**src/sv/mws_pkg.sv**
```systemverilog
// Package: widths, defaults and sequencer states for the moving window statistics block.
package mws_pkg;

    localparam int SAMPLE_W         = 16;
    localparam int SUM_W            = 20;
    localparam int FILL_W           = 5;
    localparam int WINDOW_SIZE_DEF  = 16;
    localparam int TRIM_MIN_COUNT   = 3;
    localparam int TRIM_DROP        = 2;

    typedef enum logic [2:0] {
        ST_IDLE,
        ST_OLD,
        ST_SCAN,
        ST_MEAN,
        ST_TRIM,
        ST_OUT
    } mws_state_t;

endpackage

```
**src/sv/moving_window_statistics.sv**
```systemverilog
// Top level: ring store of samples with running sum, min/max scan and serial means.
//
//  channel | signals                                   | dir | accepted when
//  --------+-------------------------------------------+-----+----------------------
//  input   | sample, clear                             | in  | in_valid & in_ready
//  result  | window_sum, fill_count, mean,             | out | out_valid & out_ready
//          | trimmed_mean, lowest, highest             |     |
//
// A clear word goes straight to the result. A sample word takes one store read
// for the overwritten entry, one store read per filled entry for min/max, and
// one pass of the one-bit-per-cycle divider, or two once three entries are filled
// (DVD_W = 22 at a window of 16).
// After reset the store needs no clearing: only entries below the fill count are used.
// in_ready is high only between words; a finished result waits in the output
// register, and the next word stalls at its end until that result is taken.
module moving_window_statistics #(
    parameter int WINDOW_SIZE = mws_pkg::WINDOW_SIZE_DEF
) (
    input  logic                                 clk,
    input  logic                                 rst_n,
    input  logic                                 in_valid,
    output logic                                 in_ready,
    input  logic signed [mws_pkg::SAMPLE_W-1:0]  sample,
    input  logic                                 clear,
    output logic                                 out_valid,
    input  logic                                 out_ready,
    output logic signed [mws_pkg::SUM_W-1:0]     window_sum,
    output logic        [mws_pkg::FILL_W-1:0]    fill_count,
    output logic signed [mws_pkg::SAMPLE_W-1:0]  mean,
    output logic signed [mws_pkg::SAMPLE_W-1:0]  trimmed_mean,
    output logic signed [mws_pkg::SAMPLE_W-1:0]  lowest,
    output logic signed [mws_pkg::SAMPLE_W-1:0]  highest
);
    import mws_pkg::*;

    localparam int IDX_W = $clog2(WINDOW_SIZE);
    localparam int CNT_W = $clog2(WINDOW_SIZE + 1);
    localparam int TOT_W = SAMPLE_W + CNT_W;
    localparam int DVD_W = TOT_W + 1;

    mws_state_t                 state_reg, state_next;
    logic [IDX_W-1:0]           slot_reg,  slot_next;
    logic [CNT_W-1:0]           count_reg, count_next;
    logic signed [TOT_W-1:0]    total_reg, total_next;
    logic [CNT_W-1:0]           scan_reg,  scan_next;
    logic                       pend_reg,  pend_next;
    logic signed [SAMPLE_W-1:0] samp_reg,  samp_next;
    logic signed [SAMPLE_W-1:0] lo_reg,    lo_next;
    logic signed [SAMPLE_W-1:0] hi_reg,    hi_next;
    logic signed [SAMPLE_W-1:0] mean_reg,  mean_next;
    logic signed [SAMPLE_W-1:0] trim_reg,  trim_next;
    logic                       oval_reg,  oval_next;
    logic                       load_out;

    logic signed [SUM_W-1:0]    osum_reg;
    logic [FILL_W-1:0]          ocnt_reg;
    logic signed [SAMPLE_W-1:0] omean_reg, otrim_reg, olo_reg, ohi_reg;

    // sample store
    logic signed [SAMPLE_W-1:0] store_mem [WINDOW_SIZE];
    logic signed [SAMPLE_W-1:0] rd_data_reg;
    logic                       rd_en;
    logic [IDX_W-1:0]           rd_addr;
    logic                       wr_en;

    logic                       full;
    logic signed [SAMPLE_W-1:0] old_val;

    logic                       div_start;
    logic signed [DVD_W-1:0]    div_dividend;
    logic [CNT_W-1:0]           div_divisor;
    logic                       div_done;
    logic signed [DVD_W-1:0]    div_quotient;

    mws_div #(
        .DVD_W (DVD_W),
        .DVS_W (CNT_W)
    ) u_div (
        .clk      (clk),
        .rst_n    (rst_n),
        .start    (div_start),
        .dividend (div_dividend),
        .divisor  (div_divisor),
        .done     (div_done),
        .quotient (div_quotient)
    );

    assign full    = (count_reg == CNT_W'(WINDOW_SIZE));
    assign old_val = full ? rd_data_reg : '0;

    // store ports: one write, one registered read
    always_ff @(posedge clk)
    begin
        if (wr_en)
        begin
            store_mem[slot_reg] <= samp_reg;
        end
        if (rd_en)
        begin
            rd_data_reg <= store_mem[rd_addr];
        end
    end

    // sequencer
    always_comb
    begin
        state_next   = state_reg;
        slot_next    = slot_reg;
        count_next   = count_reg;
        total_next   = total_reg;
        scan_next    = scan_reg;
        pend_next    = 1'b0;
        samp_next    = samp_reg;
        lo_next      = lo_reg;
        hi_next      = hi_reg;
        mean_next    = mean_reg;
        trim_next    = trim_reg;
        oval_next    = oval_reg;
        load_out     = 1'b0;
        in_ready     = 1'b0;
        rd_en        = 1'b0;
        rd_addr      = slot_reg;
        wr_en        = 1'b0;
        div_start    = 1'b0;
        div_dividend = DVD_W'(total_reg);
        div_divisor  = count_reg;

        if (oval_reg && out_ready)
        begin
            oval_next = 1'b0;
        end

        case (state_reg)
            ST_IDLE:
            begin
                in_ready = 1'b1;
                if (in_valid)
                begin
                    if (clear)
                    begin
                        slot_next  = '0;
                        count_next = '0;
                        total_next = '0;
                        lo_next    = '0;
                        hi_next    = '0;
                        mean_next  = '0;
                        trim_next  = '0;
                        state_next = ST_OUT;
                    end
                    else
                    begin
                        samp_next  = sample;
                        rd_en      = 1'b1;
                        state_next = ST_OLD;
                    end
                end
            end

            // overwritten entry is in; update sum, ring pointer and fill count
            ST_OLD:
            begin
                wr_en      = 1'b1;
                total_next = total_reg - TOT_W'(old_val) + TOT_W'(samp_reg);
                slot_next  = (slot_reg == IDX_W'(WINDOW_SIZE - 1)) ? '0 : slot_reg + 1'b1;
                if (!full)
                begin
                    count_next = count_reg + 1'b1;
                end
                scan_next  = '0;
                state_next = ST_SCAN;
            end

            // walk entries 0 .. count-1, one read a cycle
            ST_SCAN:
            begin
                if (pend_reg)
                begin
                    if (scan_reg == CNT_W'(1))
                    begin
                        lo_next = rd_data_reg;
                        hi_next = rd_data_reg;
                    end
                    else
                    begin
                        if (rd_data_reg < lo_reg)
                        begin
                            lo_next = rd_data_reg;
                        end
                        if (rd_data_reg > hi_reg)
                        begin
                            hi_next = rd_data_reg;
                        end
                    end
                end
                if (scan_reg != count_reg)
                begin
                    rd_en     = 1'b1;
                    rd_addr   = scan_reg[IDX_W-1:0];
                    scan_next = scan_reg + 1'b1;
                    pend_next = 1'b1;
                end
                else if (!pend_reg)
                begin
                    div_start  = 1'b1;
                    state_next = ST_MEAN;
                end
            end

            ST_MEAN:
            begin
                div_dividend = DVD_W'(total_reg) - DVD_W'(lo_reg) - DVD_W'(hi_reg);
                div_divisor  = count_reg - CNT_W'(TRIM_DROP);
                if (div_done)
                begin
                    mean_next = SAMPLE_W'(div_quotient);
                    if (count_reg >= CNT_W'(TRIM_MIN_COUNT))
                    begin
                        div_start  = 1'b1;
                        state_next = ST_TRIM;
                    end
                    else
                    begin
                        trim_next  = '0;
                        state_next = ST_OUT;
                    end
                end
            end

            ST_TRIM:
            begin
                if (div_done)
                begin
                    trim_next  = SAMPLE_W'(div_quotient);
                    state_next = ST_OUT;
                end
            end

            // hand over once the output register is free
            ST_OUT:
            begin
                if (!oval_reg || out_ready)
                begin
                    load_out   = 1'b1;
                    oval_next  = 1'b1;
                    state_next = ST_IDLE;
                end
            end

            default:
            begin
                state_next = ST_IDLE;
            end
        endcase
    end

    // control state
    always_ff @(posedge clk or negedge rst_n)
    begin
        if (!rst_n)
        begin
            state_reg <= ST_IDLE;
            slot_reg  <= '0;
            count_reg <= '0;
            total_reg <= '0;
            scan_reg  <= '0;
            pend_reg  <= 1'b0;
            oval_reg  <= 1'b0;
        end
        else
        begin
            state_reg <= state_next;
            slot_reg  <= slot_next;
            count_reg <= count_next;
            total_reg <= total_next;
            scan_reg  <= scan_next;
            pend_reg  <= pend_next;
            oval_reg  <= oval_next;
        end
    end

    // working and output words
    always_ff @(posedge clk)
    begin
        samp_reg <= samp_next;
        lo_reg   <= lo_next;
        hi_reg   <= hi_next;
        mean_reg <= mean_next;
        trim_reg <= trim_next;
        if (load_out)
        begin
            osum_reg  <= SUM_W'(total_reg);
            ocnt_reg  <= FILL_W'(count_reg);
            omean_reg <= mean_reg;
            otrim_reg <= trim_reg;
            olo_reg   <= lo_reg;
            ohi_reg   <= hi_reg;
        end
    end

    assign out_valid    = oval_reg;
    assign window_sum   = osum_reg;
    assign fill_count   = ocnt_reg;
    assign mean         = omean_reg;
    assign trimmed_mean = otrim_reg;
    assign lowest       = olo_reg;
    assign highest      = ohi_reg;

endmodule

```
**src/sv/mws_div.sv**
```systemverilog
// Serial signed divider: one quotient bit per cycle, truncating toward zero.
module mws_div #(
    parameter int DVD_W = 22,
    parameter int DVS_W = 5
) (
    input  logic                    clk,
    input  logic                    rst_n,
    input  logic                    start,
    input  logic signed [DVD_W-1:0] dividend,
    input  logic        [DVS_W-1:0] divisor,
    output logic                    done,
    output logic signed [DVD_W-1:0] quotient
);
    import mws_pkg::*;

    localparam int STEP_W = $clog2(DVD_W + 1);

    logic              busy_reg,  busy_next;
    logic              done_reg,  done_next;
    logic [STEP_W-1:0] step_reg,  step_next;
    logic              neg_reg,   neg_next;
    logic [DVD_W-1:0]  quo_reg,   quo_next;
    logic [DVS_W-1:0]  rem_reg,   rem_next;
    logic [DVS_W-1:0]  dvs_reg,   dvs_next;
    logic [DVS_W:0]    shifted;
    logic [DVS_W:0]    diff;

    // one restoring step per cycle on the magnitudes
    always_comb
    begin
        busy_next = busy_reg;
        done_next = 1'b0;
        step_next = step_reg;
        neg_next  = neg_reg;
        quo_next  = quo_reg;
        rem_next  = rem_reg;
        dvs_next  = dvs_reg;
        shifted   = {rem_reg, quo_reg[DVD_W-1]};
        diff      = shifted - {1'b0, dvs_reg};
        if (start)
        begin
            busy_next = 1'b1;
            step_next = '0;
            neg_next  = dividend[DVD_W-1];
            quo_next  = dividend[DVD_W-1] ? DVD_W'(-dividend) : DVD_W'(dividend);
            rem_next  = '0;
            dvs_next  = divisor;
        end
        else if (busy_reg)
        begin
            if (!diff[DVS_W])
            begin
                rem_next = diff[DVS_W-1:0];
                quo_next = {quo_reg[DVD_W-2:0], 1'b1};
            end
            else
            begin
                rem_next = shifted[DVS_W-1:0];
                quo_next = {quo_reg[DVD_W-2:0], 1'b0};
            end
            step_next = step_reg + 1'b1;
            if (step_reg == STEP_W'(DVD_W - 1))
            begin
                busy_next = 1'b0;
                done_next = 1'b1;
            end
        end
    end

    // control state
    always_ff @(posedge clk or negedge rst_n)
    begin
        if (!rst_n)
        begin
            busy_reg <= 1'b0;
            done_reg <= 1'b0;
            step_reg <= '0;
        end
        else
        begin
            busy_reg <= busy_next;
            done_reg <= done_next;
            step_reg <= step_next;
        end
    end

    // datapath
    always_ff @(posedge clk)
    begin
        neg_reg <= neg_next;
        quo_reg <= quo_next;
        rem_reg <= rem_next;
        dvs_reg <= dvs_next;
    end

    assign done     = done_reg;
    assign quotient = neg_reg ? -$signed(quo_reg) : $signed(quo_reg);

endmodule

```
**config.mk**
```make
export PLATFORM = sky130hd
export DESIGN_NAME = moving_window_statistics
export DESIGN_NICKNAME = d
export VERILOG_FILES = /design/src/sv/mws_pkg.sv /design/src/sv/moving_window_statistics.sv /design/src/sv/mws_div.sv
export SDC_FILE = /design/constraint.sdc
export NUM_CORES = 1
export LEC_CHECK = 0
export BUFFER_PORTS_ARGS = -buffer_cell sky130_fd_sc_hd__buf_2
export CAP_MARGIN = 0
export CORE_AREA = 2 2 206 208
export DETAILED_ROUTE_END_ITERATION = 8
export DIE_AREA = 0 0 208 210
export PLACE_DENSITY = 0.78
export SETUP_SLACK_MARGIN = 0.3
export SYNTH_ARGS = -nofsm -noshare
export SYNTH_HDL_FRONTEND = slang
export SYNTH_SLANG_ARGS = --single-unit
```
**constraint.sdc**
```tcl
create_clock -name clk -period 6.2 [get_ports clk]
set_input_delay 0.31 -clock clk [delete_from_list [all_inputs] [get_ports clk]]
set_output_delay 0.31 -clock clk [all_outputs]
set_load 0.01 [all_outputs]
```
Yosys cells after proc, flatten, opt, wreduce, memory -nomap -nowiden
Memory sizes are Yosys's and may differ from the RTL's. A register that Yosys moved wholly into a read port is not among the register bits. Cells that the tools add are included.

Memory bits (writable): 256. Word-level logic and storage cells: 159. Bits in registers: 249. Output and inout bits: 91. Memories kept: 1.

Memories: store_mem (depth 16, width 16, read ports 1, clocked after Yosys merged registers in 1, wr ports 1, RTL line moving_window_statistics.sv:60) `logic signed [SAMPLE_W-1:0] store_mem [WINDOW_SIZE];`.

Bitwise logic cells: 1. Add/sub/neg operators: 12. Magnitude comparators: 3. Reduce and logical (&&, ||, !) cells: 19. Equality and inequality tests: 23. Muxes and demuxes: 75.

Operators with widths (count): 16-bit 2-to-1 mux (13); 16-bit case mux with 2 select lines (3); 22-bit 2-to-1 mux (4); 16-bit case mux with 3 select lines (1); 21-bit 2-to-1 mux (2); 21-bit case mux with 2 select lines (1); 5-bit 2-to-1 mux (8); 1-bit 2-to-1 mux (25); 22-bit negator (1); 21-bit by 16-bit subtractor with 22-bit output (1); 22-bit by 16-bit subtractor with 22-bit output (1); 21-bit by 16-bit adder with 21-bit output (1); 3-bit 2-to-1 mux (7); 21-bit by 16-bit subtractor with 21-bit output (1); 4-bit 2-to-1 mux (5); 5-bit case mux with 2 select lines (2); 2-bit inequality test (second input constant) (9); 3-bit case mux with 6 select lines (1); 16-bit > comparator (1); 16-bit less-than comparator (1); 16-bit negator (1); 5-bit by 1-bit adder with 5-bit output (second input constant) (3); 6-bit AND reduction (2); 5-bit equality test (second input constant) (2); 25 further kinds (37).

Longest topological paths before layout
Gate-level depths: netlist of run 1.

Depth in word-level cells: 6. Mapped depth: 18. Depth with buffers taken out: 17.

Cells and area by module
From an unflattened synthesis of run 1, not the netlist that was laid out.

Cells, all modules: 1828. Area total of the unflattened synthesis: 24803.8 um^2.

By module, submodules not included: moving_window_statistics (area an instance 22079.9 um^2, times used 1, sequential area each 14243.7 um^2, cells each 1543); mws_div (area an instance 2723.9 um^2, times used 1, sequential area each 1116.1 um^2, cells each 285).

Worst setup path before layout of run 1
Ideal clock, no wire load.

Path type: register -> register. Start point: register state_reg[0]. End point: register ocnt_reg[0], in the netlist fill_count[0] (enable). Data arrival time: 4.822 ns. Stages on the path, launching flop included: 5. Setup slack: 0.831 ns. Library setup time: 0.547 ns. Data required time: 5.653 ns. Path buffers: 2. Cell sequence: dfrtp_1 -> buf_2 -> clkbuf_1 -> nand3b_1 -> nor2b_1.

Longest elaborated chain between the ends: 2.

Ends and longest elaborated chain: start: declaration (RTL line moving_window_statistics.sv:41) `mws_state_t state_reg, state_next;`; start signal: assignment (RTL line moving_window_statistics.sv:271) `state_reg <= state_next;`; 3-bit equality test (RTL line moving_window_statistics.sv:133) `case (state_reg)`; 1-bit 2-to-1 mux (RTL line moving_window_statistics.sv:133); via load_out (RTL line moving_window_statistics.sv:53) `logic load_out;`; end signal: assignment (RTL line moving_window_statistics.sv:292) `ocnt_reg <= FILL_W'(count_reg);`; end: declaration (RTL line moving_window_statistics.sv:56) `logic [FILL_W-1:0] ocnt_reg;`.

The timed path passes the listed nets, and every way through them passes these cells. A chain may end at the register's enable or synchronous reset.

Worst setup path in the final report of run 1
Start point: register scan_reg[1]. End point: register rd_data_reg[4] (read register of store_mem) (data pin).

Longest elaborated chain between the ends: 3. Elaborated cells between the ends (all ways): 5. Those cells by class: eq/ne (1); mux (4).

Ends and longest elaborated chain: start: declaration (RTL line moving_window_statistics.sv:45) `logic [CNT_W-1:0] scan_reg, scan_next;`; start signal: assignment (RTL line moving_window_statistics.sv:275) `scan_reg <= scan_next;`; 5-bit inequality test (RTL line moving_window_statistics.sv:195) `if (scan_reg != count_reg)`; 1-bit 2-to-1 mux or 4-bit 2-to-1 mux (tied branches) (RTL line moving_window_statistics.sv:195); 1-bit case mux with 2 select lines or 4-bit 2-to-1 mux (tied branches) (RTL line moving_window_statistics.sv:133); end: declaration (RTL line moving_window_statistics.sv:61) `logic signed [SAMPLE_W-1:0] rd_data_reg;`.

Several ways; a longest one is shown, not always the timed one.

==> impl_metrics.csv, run 1 <==
group,metric,value,unit
run_status,run_status,"complete, no violations",
sta,setup_slack,1.64,ns
route,drt_iter0_markers,1571,
cts,cts_made_buffers,51,
setup_path,cp.arrival,4.86,ns
power,p_leak,10.5,nW
route,via_count,15263,
min_path,hold_path_depth,3,
job,maxCapViolCount,0,
sta,worst-slew-pin-transition,1.27,ns
cts,cts_tree,"done",
setup_path,path_max_fanout,19,
cts,htreeDepth,2,
finish,areaGrowthSynthToFinish,12.7,%
floorplan,chipWidth,208,um
setup_path,cpMaxStageDelayCell,"a21oi_4",
sta,hold_viol_final,0,
power,max-vdd-ir-drop,0.000284,V
place,hpwl,37.8,mm
cts,path_clk_slew,0.06,ns
synthesis,syn_area,0.0247,mm^2
power,power,14.7,mW
route,postRouteAntennaNets,0,
synthesis,ys_seq_area_share,62.2,%
synthesis,synth_top_area_share,57.1,%
setup_path,cp_cell_sequence,"xor2_1, nor3_1, nand3_1, nand2_1, clkinv_1, a21oi_4, buf_4, mux4_2, and2_1, a211oi_1, a31oi_1",
synthesis,synth_area_per_cell,14.0,um^2
floorplan,die_h,210,um
synthesis,ys_top_cells_by_count,"469 x edfxtp_1, 137 x inv_1, 118 x nand2_1",
global_route,grt.total_usage,26.8,%
synthesis,synth_most_common_cell,"edfxtp_1",
global_route,grt_pass1_vias,15312,
sta,clock.fmax,0.219,GHz
place,place_ws,1.75,ns
synthesis,yosys-top-cells-area,"edfxtp_1 57%, mux4_2 5.8%, ha_1 4.8%",
sta,finalSetupViolCount,0,
synthesis,ys_warn_count,0,
sta,clock_skew,0.0306,ns
floorplan,coreArea,0.0415,mm^2
setup_path,critPathRequiredTime,6.51,ns
finish,antenna_cells,0,
sta,rsz0062_at_grt,"no",
setup_path,slowest_delay,0.93,ns
floorplan,pin_count,112,
cts,insertion_delay,0.61,ns
route,wirelength,58.2,mm
finish,drive_gt1_share,16.0,%
setup_path,worst_r2r_path_depth,11,
power,power_density,528,mW/mm^2
synthesis,synth.net_count,1920,
floorplan,num_rows,75,
route,drc_errors,0,
synthesis,synth_edf_count,469,
route,drt-wirelength-per-cell,23.5,um
sta,fin_crit_sh,73.5,%
synthesis,yosys.area.top_type,"edfxtp_1",
synthesis,synth-async-reset-ratio,9.02,%
floorplan,initial_utilization,59.5,%
min_path,hold_class,"in2reg",
global_route,antenna_found_initial,0,
place,routabilityCongestion,0.933,
finish,final_nets,2057,
route,drt_first_pass_iters,5,
setup_path,crit_type,"reg2reg",
setup_path,endpoint_kind,"register",
sta,final.setup.tns,0,ns
global_route,grt_pass1_wl,88.7,mm
place,port_buffers,111,
synthesis,ys_types,85,
global_route,grt_max_degree,57,
sta,layout_min_cycle_time,4.56,ns
synthesis,ys_dominant_reg_cell,"edfxtp_1",
cts,cts.sinks,521,
cts,clockBufferDepth,3,
setup_path,critPathLaunchType,"register",
synthesis,synth-seq-cells,521,
synthesis,syn_inst,1762,
route,viasPerCell,6.15,
cts,clockRootBuffer,"clkbuf_16",
finish,largest_reg_flops,256,
sta,finalMaxSlewViolations,0,
floorplan,floorplan.die_area,0.0437,mm^2
finish,final_core_util,67.0,%
cts,cts_repair_resize_count,0,
sta,maxSlewHeadroom,15.0,%
global_route,grt_overflow_total,0,
[kinds of logic (layout without fill, tap and decap cells)]
logic type	after synthesis	count (layout)	synth area share (%)
XOR/XNOR	75	75	2.66
AND/OR/NAND/NOR	444	444	8.85
flip-flops	521	521	62.2
multiplexers	75	75	6.31
adder cells (fa/ha/maj)	137	137	8.22
buffers and inverters	204	383	3.42
AO/OA/AOI/OAI	306	306	8.32
[critical path, delay by kind of cell, from the launching register on]
| kind | cells | cell delay, ns |
|---|---|---|
| xor gates and xnor gates | 1 | 0.21 |
| and+or+nand+nor | 4 | 0.90 |
| muxes | 1 | 0.53 |
| DFF | 1 | 0.48 |
| AOI/OAI and AO/OA | 3 | 1.37 |
| buffers and inverters | 2 | 0.74 |
[per-layer routing]
layer  part of all wire, %  vias to the layer above  global-route usage (%)
met3                   6.9                      122                    3.41
met5                     0                        -                       0
met4                   3.0                        0                    9.44
li1                      -                     6867                       -
met2                    52                      699                    47.1
met1                    38                     7575                    34.8
[path summary, 6_finish.rpt]
| kind | startpoint | to | slack (ns) |
|---|---|---|---|
| max | scan_reg[1] | rd_data_reg[4] | 1.64 |
| min | out_ready | out_valid | 0.09 |
| max reg2reg | scan_reg[1] | rd_data_reg[4] | 1.64 |
| min reg2reg | mean_reg[15] | mean[15] | 0.42 |
| max in group asynchronous | rst_n | total_reg[11] | 5.37 |
| min in group asynchronous | rst_n | out_valid | 0.36 |
[cell usage in the layout, fill, tap and decap left out, drive strengths merged, types with 42 or more instances in the layout]
master	instances
clkbuf	55
buf	133
fa	42
ha	95
inv	140
mux4	64
o21ai	63
a21oi	67
dfrtp	47
edfxtp	469
and2	61
nand2	118
nor2	116
[final cells by class]
class                      instances  area [um^2]
clock inverter                    40          519
inverter                         138          518
timing repair buffer             150          916
tap                              539          674
clock buffer                      55         1290
fill                            2839        13700
sequential                       521        15400
multi-input combinational       1037         8530
[what timing repair did]
item                                   CTS  global route
setup buffers                            0             0
hold buffers                            17             0
endpoints found under the hold margin   63             0
[metrics by stage]
| step | cells | hold slack, ns | instance area [um^2] |
|---|---|---|---|
| 2_1_floorplan | 1762 | 0.0144 | 24700 |
| 3_3_place_gp | 2368 | 0.402 | 25800 |
| 3_5_place_dp | 2368 | 0.405 | 25800 |
| 4_1_cts | 2480 | 0.0680 | 27800 |
| 5_1_grt | 2480 | 0.135 | 27800 |
| 6_report | 2480 | 0.0898 | 27800 |
[report_power, final]
group          switching (mW)  internal (mW)
clock network            1.36           1.98
registers               0.551           4.37
logic                    3.79           2.65
total                    5.70           9.00
(Power assumes the default switching activity.)
==> run 2: changes to the inputs <==
ABC_AREA = 1   (was default)
CORE_AREA = 2 2 211 213   (was 2 2 206 208)
DIE_AREA = 0 0 213 215   (was 0 0 208 210)
PLACE_DENSITY = 0.77   (was 0.78)
clock period = 4.3 ns   (was 6.2 ns; I/O delays follow)
==> run 2 against run 1 <==
  * Register-to-register slack got worse by 1.1 ns
  * Worst setup slack got worse by 1.1 ns
  * Critical endpoint is now total_reg[16]
  * Synthesized area rose by 4.6%
  * Count of clock-buffer cells in the layout rose by 11
  * Non-clock buffer count rose by 37
  * Synthesized cell count rose by 41%
  * Utilization fell by 0.23 points
  * Routed wire length rose by 8.5%
  * Critical path depth rose by 7
  * Final area rose by 4.9%
  * Global-route usage rose by 1.5 points
==> impl_metrics.csv, run 2 <==
group,metric,value,unit
setup_path,cp.arrival,4.25,ns
sta,hold_ws,0.259,ns
sta,setup_slack,0.582,ns
synthesis,syn_area,0.0258,mm^2
setup_path,path_max_fanout,8,
synthesis,yosys.area.top_type,"edfxtp_1",
floorplan,pin_count,112,
synthesis,synth_most_common_cell,"edfxtp_1",
route,drt_first_pass_iters,6,
setup_path,r2r_end,"total_reg[16]",
route,wirelength,63.1,mm
route,drt-wirelength-per-cell,19.2,um
finish,final_cell_mix,"469 x edfxtp_1, 461 x nand2_1, 425 x inv_1",
setup_path,reg2reg_slack,0.58,ns
cts,cts.sinks,521,
cts,clockRootBuffer,"clkbuf_16",
setup_path,critPathLaunchType,"register",
place,place_ws,0.467,ns
min_path,hold_class,"in2reg",
sta,fin_crit_sh,86.5,%
min_path,hold_path_end,"samp_reg[10]",
setup_path,crit_type,"reg2reg",
power,power_density,346,mW/mm^2
synthesis,ys_warn_count,0,
synthesis,ys_seq_area_share,59.5,%
place,place_area,0.0273,mm^2
finish,drive_gt1_share,10.7,%
synthesis,ys_types,54,
synthesis,ys_dominant_reg_cell,"edfxtp_1",
finish,fin_area,0.0292,mm^2
cts,cts_setup_buffers,0,
sta,worst-slew-pin-transition,1.24,ns
power,p_leak,11.9,nW
min_path,hp-start,"in_valid",
global_route,grt_pass1_vias,18167,
synthesis,synth_top_area_share,54.6,%
setup_path,critPathRequiredTime,4.83,ns
finish,instances_no_fill,3285,
run_status,run_status,"complete, no violations",
sta,finalSetupViolCount,0,
global_route,grt.total_usage,28.3,%
global_route,antenna_found_initial,0,
finish,mostFrequentLayoutCell,"edfxtp_1",
synthesis,yosys-top-cells-area,"edfxtp_1 55%, nand2_1 6.7%, inv_1 6.2%",
cts,path_clk_slew,0.06,ns
sta,rsz0062_at_grt,"no",
finish,largest_reg_flops,256,
cts,cts_tree,"done",
finish,antenna_cells,0,
synthesis,synth_edf_count,469,
power,max-vdd-ir-drop,0.000435,V
global_route,grt_pass1_wl,98.8,mm
floorplan,num_rows,77,
sta,clock.fmax,0.269,GHz
setup_path,r2r_start,"count_reg[1]",
finish,final_nets,2807,
place,routabilityCongestion,0.979,
job,maxCapViolCount,0,
route,postRouteAntennaNets,0,
synthesis,ys_top_cells_by_count,"469 x edfxtp_1, 461 x nand2_1, 425 x inv_1",
synthesis,synth_area_per_cell,10.4,um^2
synthesis,synth.net_count,2637,
sta,maxSlewHeadroom,17.1,%
global_route,grt_overflow_total,0,
sta,hold_viol_final,0,
floorplan,coreArea,0.0436,mm^2
cts,cts_made_buffers,53,
sta,layout_min_cycle_time,3.72,ns
floorplan,initial_utilization,59.1,%
sta,clock_skew,0.0244,ns
finish,areaGrowthSynthToFinish,13.0,%
place,port_buffers,111,
floorplan,floorplan.die_area,0.0458,mm^2
setup_path,worst_r2r_path_depth,18,
power,power,10.1,mW
route,via_count,18246,
route,viasPerCell,5.55,
cts,htreeDepth,2,
route,drc_errors,0,
synthesis,synth-seq-cells,521,
global_route,grt_max_degree,96,
synthesis,synth-async-reset-ratio,9.02,%
floorplan,die_h,215,um
min_path,hold_path_depth,4,
sta,final.setup.tns,0,ns
place,dp_cells,3167,
route,drt_iter0_markers,1535,
floorplan,chipWidth,213,um
place,hpwl,45.0,mm
cts,clockBufferDepth,3,
sta,finalMaxSlewViolations,0,
cts,insertion_delay,0.62,ns
finish,final_core_util,66.8,%
synthesis,syn_inst,2479,
setup_path,endpoint_kind,"register",
run 2: logic make-up after synthesis:
family                   after synthesis  share of synthesized area [%]
AND/OR/NAND/NOR                      889                           14.5
flip-flops                           521                           59.5
buffers and inverters                508                           7.68
AO/OA/AOI/OAI                        375                           8.78
adder cells (fa/ha/maj)              137                           7.86
XOR/XNOR                              49                           1.66
run 2: how the worst max path moves through the flow:
stage / start / endpoint / depth (start not counted)
6_report: count_reg[1] / total_reg[16] / 18
5_1_grt: count_reg[1] / total_reg[14] / 16
4_1_cts: count_reg[1] / total_reg[20] / 16
3_5_place_dp: count_reg[1] / total_reg[20] / 16
3_3_place_gp: count_reg[0] / total_reg[16] / 17
2_1_floorplan: state_reg[1] / fill_count[0] / 3
run 2: per-layer routing:
layer | global-route usage (%) | part of all wire, % | vias up
met3 | 4.88 | 6.8 | 160
li1 | - | - | 8722
met5 | 0 | 0 | -
met2 | 48.6 | 50 | 676
met4 | 12.3 | 4.1 | 0
met1 | 35.2 | 39 | 8688
run 2: worst max-delay path, cell delays in order (launching register included):
cell      delay, ns
dfrtp_1        0.47
inv_2          0.14
ha_1           0.18
nand3_2        0.21
nor2_1         0.18
fa_1           0.42
inv_1          0.07
ha_1           0.28
a21oi_1        0.27
nand2_1        0.15
a21oi_1        0.24
o21ai_0        0.19
a21oi_1        0.32
o21bai_1       0.16
nand2_1        0.09
nand2_1        0.06
nand2_1        0.07
nand2_1        0.05
o22ai_1        0.10
run 2: power breakdown:
part	switching, mW	leakage, nW	internal (mW)	total [mW]
clock	1.97	0.834	2.51	4.48
combinational	0.103	6.25	0.0541	0.157
sequential	0.00133	4.86	5.45	5.45
run 2: repair_timing:
item                                    CTS  global route
resized for setup                         0             2
hold buffers                             18             0
endpoints found under the setup margin    0            14
endpoints found under the hold margin    64             0
run 2: layout make-up:
type | instances | area [um^2]
Sequential cell | 521 | 15400
Multi-Input combinational cell | 1451 | 8530
Clock buffer | 66 | 1400
Timing Repair Buffer | 187 | 1210
Inverter | 435 | 1630
Clock inverter | 33 | 299
Tap cell | 592 | 741
Fill cell | 3307 | 14500
==> run 3: changes to the inputs <==
--- a/config.mk
+++ b/config.mk
@@ -10,5 +10,5 @@
 export CAP_MARGIN = 0
-export CORE_AREA = 2 2 211 213
+export CORE_AREA = 4 4 213 215
 export DETAILED_ROUTE_END_ITERATION = 8
-export DIE_AREA = 0 0 213 215
+export DIE_AREA = 0 0 217 219
 export PLACE_DENSITY = 0.77
==> constraint.sdc (replaced) <==
create_clock -name clk -period 4.3 [get_ports clk]
set_input_delay 0 -clock clk [delete_from_list [all_inputs] [get_ports clk]]
set_output_delay 0 -clock clk [all_outputs]
set_load 0.01 [all_outputs]
==> run 3 against run 2 <==
  * Routed wire length is 0.36% higher
  * Sequential power barely moved
  * Maximum frequency grew 0.61%
  * Final area shrank 0.18%
  * First-iteration DRC count up 7.7%
  * Worst hold slack got worse by 0.22 ns
  * Global-route usage fell by 1.4 points
  * Power is 1.1% lower
  * Utilization decreased by 0.26 points
  * Via count is 0.42% higher
  * Critical path depth unchanged
  * Sequential cell count unchanged
  * Largest cell class unchanged
==> impl_metrics.csv, run 3 (synthesized netlist as in run 2, its figures left out) <==
group,metric,value,unit
run_status,run_status,"complete, no violations",
route,drt-wirelength-per-cell,19.3,um
setup_path,cpMaxStageDelayCell,"fa_1",
cts,path_clk_slew,0.07,ns
finish,drive_gt1_share,10.6,%
sta,final.setup.tns,0,ns
setup_path,crit_family,"adder cells",
power,p_sw,2.01,mW
floorplan,pin_count,112,
place,place_area,0.0273,mm^2
global_route,antenna_found_initial,0,
min_path,hold_class,"in2reg",
place,place_ws,0.490,ns
floorplan,num_rows,77,
sta,finalMaxSlewViolations,0,
route,postRouteAntennaNets,0,
route,drt_first_pass_iters,6,
setup_path,slowest_delay,0.50,ns
setup_path,path_max_fanout,8,
sta,hold_viol_final,0,
global_route,grt_pass1_wl,99.9,mm
power,p_sw_share,20.1,%
power,max-vdd-ir-drop,0.000525,V
finish,antenna_cells,0,
sta,maxSlewHeadroom,23.5,%
floorplan,initial_utilization,59.0,%
route,drc_errors,0,
global_route,grt_max_degree,94,
setup_path,crit_type,"reg2reg",
sta,worst-slew-pin-transition,1.15,ns
power,pwr-share-seq,54.6,%
sta,fin_crit_sh,86.0,%
sta,hold_ws,0.0399,ns
sta,clock.fmax,0.271,GHz
job,maxCapViolCount,0,
setup_path,cp_cell_sequence,"inv_1, ha_1, nand3_2, nor2_1, fa_1, inv_1, fa_1, nand3_1, nand2_1, a21oi_1, o21ai_0, a21oi_1, o21bai_1, nand2_1, nand2_1, nand2_1, nand2_1, o22ai_1",
finish,areaGrowthSynthToFinish,12.8,%
sta,setup_slack,0.604,ns
setup_path,critPathLaunchType,"register",
sta,clock_skew,0.0257,ns
floorplan,die_h,219,um
cts,cts_tree,"done",
setup_path,critPathRequiredTime,4.82,ns
setup_path,crit_top_cell,"nand2_1",
sta,layout_min_cycle_time,3.70,ns
place,routabilityCongestion,0.972,
route,viasPerCell,5.59,
floorplan,chipWidth,217,um
power,power_density,343,mW/mm^2
sta,rsz0062_at_grt,"yes",
power,pwr-share-comb,1.6,%
power,power,9.98,mW
cts,cts.sinks,521,
route,via_count,18323,
setup_path,endpoint_kind,"register",
route,drt_iter0_markers,1653,
route,wirelength,63.4,mm
cts,cts_made_buffers,52,
finish,largest_reg_flops,256,
place,port_buffers,111,
finish,mostFrequentLayoutCell,"edfxtp_1",
power,p_leak,11.9,nW
floorplan,floorplan.die_area,0.0475,mm^2
global_route,grt_overflow_total,0,
sta,finalSetupViolCount,0,
cts,clockRootBuffer,"clkbuf_16",
setup_path,cp.arrival,4.22,ns
finish,final_nets,2808,
setup_path,path_buf_inv,2,
global_route,grt_pass1_vias,18212,
power,power_frac_clock,43.8,%
power,p_int,7.97,mW
cts,insertion_delay,0.61,ns
cts,htreeDepth,2,
finish,fin_area,0.0291,mm^2
floorplan,coreArea,0.0437,mm^2
place,hpwl,45.1,mm
finish,final_cell_mix,"469 x edfxtp_1, 461 x nand2_1, 425 x inv_1",
global_route,grt.total_usage,26.9,%
cts,clockBufferDepth,3,
[run 3: changes by cell type in the layout (fill, tap and decap cells not counted), moves of 2 or more]
cell        delta
buf_4          +2
clkinv_1       -2
clkbuf_8       -2
clkinvlp_4     +2
inv_6          -6
clkinv_4       -2
clkbuf_1       -2
clkinv_2       +5
[run 3: per-stage QoR]
step | instances | utilization (%)
6_report | 3280 | 66.6
5_1_grt | 3280 | 66.6
4_1_cts | 3279 | 66.5
3_5_place_dp | 3169 | 62.4
3_3_place_gp | 3169 | 62.4
2_1_floorplan | 2479 | -
[run 3: final cells by class]
cell class | count | area (um^2)
clock buffer | 61 | 1340
clock inverter | 31 | 295
fill | 3294 | 14600
inverter | 435 | 1630
multi-input combinational | 1451 | 8520
sequential | 521 | 15400
tap | 592 | 741
timing repair buffer | 189 | 1220
[run 3: path summary, 6_finish.rpt]
check	from	to	slack (ns)	cells after the start
max	count_reg[0]	total_reg[16]	0.60	18
min	in_valid	samp_reg[3]	0.04	4
max reg2reg	count_reg[0]	total_reg[16]	0.60	18
min reg2reg	mean_reg[0]	mean[0]	0.42	0
max in group asynchronous	rst_n	total_reg[20]	3.73	3
min in group asynchronous	rst_n	u_div.step_reg[0]	0.11	3
[run 3: tightest hold or removal path, delay by kind of cell]
| family | cells | cell delay, ns |
|---|---|---|
| AND/OR/NAND/NOR | 1 | 0.05 |
| buffers and inverters | 3 | 0.39 |
[run 3: power groups by stage]
stage / registers (mW) / logic, mW / clock network (mW)
2_1_floorplan: 5.55 / 0.0918 / 0
3_3_place_gp: 5.55 / 0.139 / 0
3_5_place_dp: 5.55 / 0.143 / 0
4_1_cts: 5.45 / 0.157 / 4.44
5_1_grt: 5.44 / 0.175 / 4.68
6_report: 5.45 / 0.157 / 4.37
[run 3: repair_timing]
action | CTS | global route
setup buffers | 0 | 0
hold buffers | 18 | 0
resized for setup | 0 | 1
endpoints found under the setup margin | 0 | 7
hold endpoints to repair | 64 | 0
[run 3: layer usage]
metal | global-route usage (%) | vias up | share of wire, %
li1 | - | 8710 | -
met1 | 34.2 | 8860 | 40
met2 | 47.8 | 631 | 51
met3 | 3.74 | 122 | 6.2
met4 | 9.50 | 0 | 3.4
met5 | 0 | - | 0
